**src/sv/ita_pkg.sv**
```systemverilog
// Shared types, character codes and command encodings for the integer to ASCII formatter.
package ita_pkg;

   localparam int unsigned ValueWidth   = 32;
   localparam int unsigned CommandWidth = 2;
   localparam int unsigned CharWidth    = 7;
   localparam int unsigned DigitCount   = 10;
   localparam int unsigned HexCount     = 8;
   localparam int unsigned BcdWidth     = 4 * DigitCount;
   localparam int unsigned CountWidth   = 4;
   localparam int unsigned StepWidth    = 5;

   localparam logic [CommandWidth-1:0] CMD_UNSIGNED = 2'd0;
   localparam logic [CommandWidth-1:0] CMD_SIGNED   = 2'd1;
   localparam logic [CommandWidth-1:0] CMD_HEX      = 2'd2;

   localparam logic [CharWidth-1:0] CHAR_ZERO    = 7'd48;
   localparam logic [CharWidth-1:0] CHAR_LOWER_A = 7'd97;
   localparam logic [CharWidth-1:0] CHAR_MINUS   = 7'd45;

   // Commands from the controller to the datapath.
   typedef struct packed {
      logic load;
      logic step;
      logic advance;
      logic sel_sign;
   } ita_cmd_type;

   // Status from the datapath to the controller.
   typedef struct packed {
      logic hex;
      logic neg;
      logic step_last;
      logic top_zero;
      logic count_one;
   } ita_status_type;

   function automatic logic [CharWidth-1:0] nibble_char(input logic [3:0] nib);
      logic [CharWidth-1:0] result;
      if (nib < 4'd10) begin
         result = CHAR_ZERO + {3'b000, nib};
      end else begin
         result = CHAR_LOWER_A + {3'b000, nib} - 7'd10;
      end
      return result;
   endfunction

endpackage

```
**src/sv/ita_if.sv**
```systemverilog
// Request and response channel interfaces of the formatter.
interface ita_req_if import ita_pkg::*; ();
   logic                    valid;
   logic                    ready;
   logic [ValueWidth-1:0]   value;
   logic [CommandWidth-1:0] command;

   modport source (output valid, output value, output command, input ready);
   modport sink   (input valid, input value, input command, output ready);
endinterface

interface ita_rsp_if import ita_pkg::*; ();
   logic                 valid;
   logic                 ready;
   logic [CharWidth-1:0] ascii_char;
   logic                 last;

   modport source (output valid, output ascii_char, output last, input ready);
   modport sink   (input valid, input ascii_char, input last, output ready);
endinterface

```
**src/sv/integer_to_ascii_formatter.sv**
```systemverilog
// Top level of the integer to ASCII formatter: controller and datapath joined.
//
//   Channel   Direction  Payload
//   req_bus   in         value[31:0], command[1:0]
//   rsp_bus   out        ascii_char[6:0], last
//
// One request is taken at a time, in the idle cycle that also loads it.
// Decimal requests then go through shift-add-3 conversion and hexadecimal requests
// pass straight through the convert state; a negative signed request first emits a minus sign.
// Leading zeros are then suppressed and the remaining characters are output one per
// cycle while rsp_bus.ready is high. A stalled response holds its character; reset
// returns the controller to idle.
module integer_to_ascii_formatter import ita_pkg::*; (
   input  logic        clock,
   input  logic        reset,
   ita_req_if.sink     req_bus,
   ita_rsp_if.source   rsp_bus
);

   ita_cmd_type    cmd;
   ita_status_type status;

   ita_control u_control (
      .clock     (clock),
      .reset     (reset),
      .req_valid (req_bus.valid),
      .req_ready (req_bus.ready),
      .rsp_valid (rsp_bus.valid),
      .rsp_ready (rsp_bus.ready),
      .rsp_last  (rsp_bus.last),
      .status    (status),
      .cmd       (cmd)
   );

   ita_datapath u_datapath (
      .clock      (clock),
      .reset      (reset),
      .value      (req_bus.value),
      .command    (req_bus.command),
      .cmd        (cmd),
      .status     (status),
      .ascii_char (rsp_bus.ascii_char)
   );

endmodule

```
**src/sv/ita_datapath.sv**
```systemverilog
// Datapath: shift-add-3 binary to BCD converter and character shift register.
module ita_datapath import ita_pkg::*; (
   input  logic                    clock,
   input  logic                    reset,
   input  logic [ValueWidth-1:0]   value,
   input  logic [CommandWidth-1:0] command,
   input  ita_cmd_type             cmd,
   output ita_status_type          status,
   output logic [CharWidth-1:0]    ascii_char
);

   logic [ValueWidth-1:0] bin_ff, bin_in;
   logic [BcdWidth-1:0]   bcd_ff, bcd_in;
   logic [CountWidth-1:0] count_ff, count_in;
   logic [StepWidth-1:0]  step_ff, step_in;
   logic                  hex_ff, hex_in;
   logic                  neg_ff, neg_in;
   logic [BcdWidth-1:0]   adjusted;
   logic                  load_neg;

   // Each BCD digit of five or more gets three added before the shift.
   always_comb begin
      for (int i = 0; i < DigitCount; i++) begin
         if (bcd_ff[4*i +: 4] >= 4'd5) begin
            adjusted[4*i +: 4] = bcd_ff[4*i +: 4] + 4'd3;
         end else begin
            adjusted[4*i +: 4] = bcd_ff[4*i +: 4];
         end
      end
   end

   assign load_neg = (command == CMD_SIGNED) && value[ValueWidth-1];

   always_comb begin
      bin_in   = bin_ff;
      bcd_in   = bcd_ff;
      count_in = count_ff;
      step_in  = step_ff;
      hex_in   = hex_ff;
      neg_in   = neg_ff;
      if (cmd.load) begin
         hex_in  = command[1];
         neg_in  = load_neg;
         step_in = '0;
         bin_in  = load_neg ? (~value + 32'd1) : value;
         if (command[1]) begin
            bcd_in   = {value, {(BcdWidth-ValueWidth){1'b0}}};
            count_in = CountWidth'(HexCount);
         end else begin
            bcd_in   = '0;
            count_in = CountWidth'(DigitCount);
         end
      end else if (cmd.step) begin
         bcd_in  = {adjusted[BcdWidth-2:0], bin_ff[ValueWidth-1]};
         bin_in  = {bin_ff[ValueWidth-2:0], 1'b0};
         step_in = step_ff + 5'd1;
      end else if (cmd.advance) begin
         bcd_in   = {bcd_ff[BcdWidth-5:0], 4'h0};
         count_in = count_ff - 4'd1;
      end
   end

   always_ff @(posedge clock) begin
      if (reset) begin
         step_ff  <= '0;
         count_ff <= '0;
         hex_ff   <= 1'b0;
         neg_ff   <= 1'b0;
      end else begin
         step_ff  <= step_in;
         count_ff <= count_in;
         hex_ff   <= hex_in;
         neg_ff   <= neg_in;
      end
   end

   always_ff @(posedge clock) begin
      bin_ff <= bin_in;
      bcd_ff <= bcd_in;
   end

   assign status.hex       = hex_ff;
   assign status.neg       = neg_ff;
   assign status.step_last = (step_ff == {StepWidth{1'b1}});
   assign status.top_zero  = (bcd_ff[BcdWidth-1 -: 4] == 4'h0);
   assign status.count_one = (count_ff == 4'd1);

   assign ascii_char = cmd.sel_sign ? CHAR_MINUS : nibble_char(bcd_ff[BcdWidth-1 -: 4]);

endmodule

```
**src/sv/ita_control.sv**
```systemverilog
// Controller: sequences conversion, sign, zero suppression and character output.
module ita_control import ita_pkg::*; (
   input  logic           clock,
   input  logic           reset,
   input  logic           req_valid,
   output logic           req_ready,
   output logic           rsp_valid,
   input  logic           rsp_ready,
   output logic           rsp_last,
   input  ita_status_type status,
   output ita_cmd_type    cmd
);

   typedef enum logic [2:0] {
      ST_IDLE,
      ST_CONVERT,
      ST_SIGN,
      ST_SKIP,
      ST_EMIT
   } state_type;

   state_type state_ff, state_in;

   always_comb begin
      state_in     = state_ff;
      cmd          = '0;
      req_ready    = 1'b0;
      rsp_valid    = 1'b0;
      rsp_last     = 1'b0;
      case (state_ff)
         ST_IDLE: begin
            req_ready = 1'b1;
            if (req_valid) begin
               cmd.load = 1'b1;
               state_in = ST_CONVERT;
            end
         end
         ST_CONVERT: begin
            if (status.hex) begin
               state_in = ST_SKIP;
            end else begin
               cmd.step = 1'b1;
               if (status.step_last) begin
                  state_in = status.neg ? ST_SIGN : ST_SKIP;
               end
            end
         end
         ST_SIGN: begin
            rsp_valid    = 1'b1;
            cmd.sel_sign = 1'b1;
            if (rsp_ready) begin
               state_in = ST_SKIP;
            end
         end
         ST_SKIP: begin
            // Leading zeros are dropped, but the final digit always stays.
            if (status.top_zero && !status.count_one) begin
               cmd.advance = 1'b1;
            end else begin
               state_in = ST_EMIT;
            end
         end
         ST_EMIT: begin
            rsp_valid = 1'b1;
            rsp_last  = status.count_one;
            if (rsp_ready) begin
               cmd.advance = 1'b1;
               if (status.count_one) begin
                  state_in = ST_IDLE;
               end
            end
         end
         default: begin
            state_in = ST_IDLE;
         end
      endcase
   end

   always_ff @(posedge clock) begin
      if (reset) begin
         state_ff <= ST_IDLE;
      end else begin
         state_ff <= state_in;
      end
   end

endmodule
```
**src/flat_wrapper.sv**
```systemverilog
// flat-port wrapper written by rule: the top's interface ports become plain ports
module integer_to_ascii_formatter_flat import ita_pkg::*;
  (clock, reset, req_bus_valid, req_bus_value, req_bus_command, req_bus_ready, rsp_bus_valid, rsp_bus_ascii_char, rsp_bus_last, rsp_bus_ready);
  ita_req_if req_bus_i ();
  ita_rsp_if rsp_bus_i ();
  input  logic clock;
  input  logic reset;
  input wire logic [$bits(req_bus_i.valid)-1:0] req_bus_valid;
  input wire logic [$bits(req_bus_i.value)-1:0] req_bus_value;
  input wire logic [$bits(req_bus_i.command)-1:0] req_bus_command;
  output wire logic [$bits(req_bus_i.ready)-1:0] req_bus_ready;
  output wire logic [$bits(rsp_bus_i.valid)-1:0] rsp_bus_valid;
  output wire logic [$bits(rsp_bus_i.ascii_char)-1:0] rsp_bus_ascii_char;
  output wire logic [$bits(rsp_bus_i.last)-1:0] rsp_bus_last;
  input wire logic [$bits(rsp_bus_i.ready)-1:0] rsp_bus_ready;
  assign req_bus_i.valid = req_bus_valid;
  assign req_bus_i.value = req_bus_value;
  assign req_bus_i.command = req_bus_command;
  assign req_bus_ready = req_bus_i.ready;
  assign rsp_bus_valid = rsp_bus_i.valid;
  assign rsp_bus_ascii_char = rsp_bus_i.ascii_char;
  assign rsp_bus_last = rsp_bus_i.last;
  assign rsp_bus_i.ready = rsp_bus_ready;
  integer_to_ascii_formatter u_core (.clock(clock), .reset(reset), .req_bus(req_bus_i), .rsp_bus(rsp_bus_i));
endmodule
```
**config.mk**
```make
export PLATFORM = sky130hd
export DESIGN_NAME = integer_to_ascii_formatter_flat
export DESIGN_NICKNAME = d
export VERILOG_FILES = /design/src/sv/ita_pkg.sv /design/src/sv/ita_if.sv /design/src/sv/integer_to_ascii_formatter.sv /design/src/sv/ita_datapath.sv /design/src/sv/ita_control.sv /design/src/flat_wrapper.sv
export SDC_FILE = /design/constraint.sdc
export NUM_CORES = 1
export LEC_CHECK = 0
export BUFFER_PORTS_ARGS = -buffer_cell sky130_fd_sc_hd__buf_2
export CAP_MARGIN = 40
export CORE_MARGIN = 8
export CORE_UTILIZATION = 45
export DETAILED_ROUTE_END_ITERATION = 10
export PLACE_DENSITY = 0.74
export SLEW_MARGIN = 25
export SYNTH_ARGS = -nofsm -noshare
export SYNTH_HDL_FRONTEND = slang
export SYNTH_HIERARCHICAL = 1
export SYNTH_SLANG_ARGS = --single-unit
```
**constraint.sdc**
```tcl
create_clock -name clock -period 2.6 [get_ports clock]
set_input_delay 0.13 -clock clock [delete_from_list [all_inputs] [get_ports clock]]
set_output_delay 0.13 -clock clock [all_outputs]
set_load 0.01 [all_outputs]
```
==> impl_metrics.yaml <==
timing:
  tightest_slew_ps: 598.9
  setup_violations: 0
  layout_min_cycle_time_ps: 2354
  timing.hold.ws_ps: 80.74
  hold_violations: 0
  rsz0062_at_grt: "false"
  slew_headroom_pct: 60.07
  fmax_mhz: 424.9
  finalMaxSlewViolations: 0
  min_period_over_period_pct: 90.53
  finalSetupTns_ps: 0
  clock_skew_ps: 5.247
logic_synthesis:
  syn_nets: 719
  netlist_area_um2: 5838
  synth_edf_count: 72
  ys_seq_area_share_pct: 41.83
  synth.avg_cell_area_um2: 8.900
  ys_types: 58
  synth-seq-cells: 86
  yosys_warnings: 6
  synthFlopType: "edfxtp_1"
  syn_inst: 656
  synthArstFlopShare_pct: 0
global_route:
  grt_max_degree: 73
  globalRouteTotalUtil_pct: 16.56
  grt_pass1_vias: 4797
  gr-total-overflow: 0
  grt_first_pass_wirelength_mm: 22.58
  antenna_found_initial: 0
drt:
  num_vias: 4882
  wirelength_mm: 13.83
  wl_per_cell_um: 16.04
  first_pass_iters: 5
  drc: 0
  drt_iter0_markers: 289
  via_per_inst: 5.664
  postRouteAntennaNets: 0
critical_path:
  reg2reg_to: "u_core/u_datapath/bcd_ff[26]"
  path_class: "flip-flop to flip-flop"
  rr_startpoint: "u_core/u_datapath/count_ff[0]"
  critPathArrivalTime_ps: 2440
  critPathSlowestCell: "or3_2"
  required_ps: 2680
  r2r_setup_slack_ps: 250
  crit_chain: "ha_1, nor3b_1, nand2b_1, nor2_1, a32o_1, or3_2, buf_12"
  max_stage_delay_ps: 440
  startpoint_type: "flip-flop"
  ff2ff_path_depth: 7
  end_kind: "flip-flop"
  worst-path-max-fanout: 40
worst_hold_path:
  min_to: "u_core/u_datapath/neg_ff"
  hold_start: "reset"
  hold_class: "primary input to flip-flop"
  hold_depth: 2
placement:
  gp_congestion: 0.8541
  port_buffers: 46
  hpwl_mm: 9.701
floorplanning:
  die_area_um2: 16870
  pin_count: 48
  core_um2: 12670
  row_count: 41
  die_x_um: 129.9
  die_h_um: 129.9
  initial_core_util_pct: 46.07
finish:
  final_cell_mix: "a21oi_1 (94), nor2_1 (88), edfxtp_1 (72), nand2_1 (56), buf_2 (46)"
  nets: 748
  final_common_cell: "a21oi_1"
  n_antenna_cell: 0
  seq_area_um2: 2442
  multi_input_area_um2: 3092
  area_delta_synth_final_pct: 11.66
  drive_above_1_share_pct: 12.75
  fillerInstances: 1135
run_status:
  status: "finished clean"
clock_tree:
  clk_path_buf_depth: 2
  cts_tree: "built"
  cts_hold_buf: 0
  post_cts_buffers: 0
  clock-sinks: 86
  clk_latency_ps: 340
  cts_root_buffer: "clkbuf_16"
  htree_levels: 3
  cts_resized: 0
  cts.clk_slew.worst_paths_ps: 60
  cts_buffers: 9
pwr:
  cellLeakagePower_nw: 2.476
  switching_share_pct: 38.74
  p_sw_mw: 2.724
  clkPwrFrac_pct: 18.1
  total_power_mw: 7.031
  power_frac_comb_pct: 42.5
  powerDensity_nw_per_um2: 1079
  irDropWorstVdd_v: 0.0004735
  p_seq_share_pct: 39.4
  power.internal_mw: 4.307
run:
  maxCapViolCount: 0
## power groups by stage
stage / sequential [mW] / combinational [mW] / clock, mW
2_1_floorplan: 2.61 / 2.29 / 0
3_3_place_gp: 2.74 / 2.84 / 0
3_5_place_dp: 2.79 / 2.97 / 0
4_1_cts: 2.76 / 3.00 / 1.29
5_1_grt: 2.84 / 3.37 / 1.34
6_report: 2.77 / 2.99 / 1.27
## worst max-delay path by stage
stage,to,start,slack (ps),cells after the start
CTS,u_core/u_datapath/bcd_ff[22],u_core/u_datapath/count_ff[0],280,7
detailed placement,u_core/u_datapath/bcd_ff[22],u_core/u_datapath/count_ff[0],300,7
finish,u_core/u_datapath/bcd_ff[26],u_core/u_datapath/count_ff[0],250,7
floorplan,u_core/u_datapath/bin_ff[0],u_core/u_control/state_ff[0],180,6
global route,u_core/u_datapath/bcd_ff[26],u_core/u_datapath/count_ff[0],80,7
global placement,u_core/u_datapath/bcd_ff[21],u_core/u_datapath/count_ff[0],400,7
## metrics by stage
step,worst slack [ps],cell area (um2),utilization (%),cells
3_3_place_gp,397.5,6228,49.16,846
3_5_place_dp,299.8,6228,49.16,846
2_1_floorplan,182.3,5839,-,656
6_report,246.3,6519,51.45,862
4_1_cts,283.2,6519,51.45,862
5_1_grt,78.53,6519,51.45,862
## area by class of cell
cell class / instances / area share, %
well taps: 172 / 3.301
clock inverters: 7 / 0.9981
inverters: 33 / 1.900
multi-input cells: 499 / 47.43
repair buffers: 56 / 5.451
flip-flops and latches: 86 / 37.47
clock buffers: 9 / 3.455
## layer usage
layer  vias up  routed length [um]  track usage, %
met5         -                   0               0
met4         0                 251           6.831
met3        26                 649           2.774
met2       141                6854           28.39
met1      2321                6070           20.25
li1       2394                   -               -
## Yosys cell counts, types with 5 or more instances
master | instances | area [um2]
nor3_1 | 10 | 50.05
inv_1 | 32 | 120.1
or3_1 | 7 | 43.79
a22oi_1 | 9 | 67.56
ha_1 | 25 | 312.8
and3_1 | 5 | 31.28
a211oi_1 | 12 | 90.09
xnor2_1 | 30 | 262.8
a21oi_1 | 94 | 470.5
nor2_1 | 88 | 330.3
nor3b_1 | 19 | 142.6
dfxtp_1 | 14 | 280.3
o21ai_0 | 36 | 180.2
nand2_1 | 56 | 210.2
a22o_1 | 8 | 70.07
buf_1 | 5 | 18.77
nand2b_1 | 16 | 100.1
mux2i_1 | 15 | 150.1
xor2_1 | 13 | 113.9
edfxtp_1 | 72 | 2162
clkbuf_1 | 23 | 86.33
## cell families (layout without fill, tap and decap cells)
kind of cell	after synthesis	count (layout)	synth area share, %
compound gates	183	183	18.37
mux	16	16	2.765
other cells	1	1	0.06423
simple gates	231	231	19.74
flops	86	86	41.83
buf+inv	71	105	5.422
fa+ha+maj	25	25	5.358
xor+xnor	43	43	6.451
## state kept, by name, summed over array words and instances (netlist names)
name,count
u_core/u_datapath/bin_ff,32
u_core/u_datapath/hex_ff,1
u_core/u_datapath/step_ff,5
u_core/u_control/state_ff,3
u_core/u_datapath/bcd_ff,40
u_core/u_datapath/count_ff,4
u_core/u_datapath/neg_ff,1
## critical path: cells and delay by family, from the launching register on
| kind | cells | cell delay [ps] |
|---|---|---|
| simple gates | 4 | 1080 |
| buf+inv | 1 | 200 |
| flops | 1 | 400 |
| fa+ha+maj | 1 | 170 |
| compound gates | 1 | 220 |
Note: power is estimated with default switching activity, not from simulation.
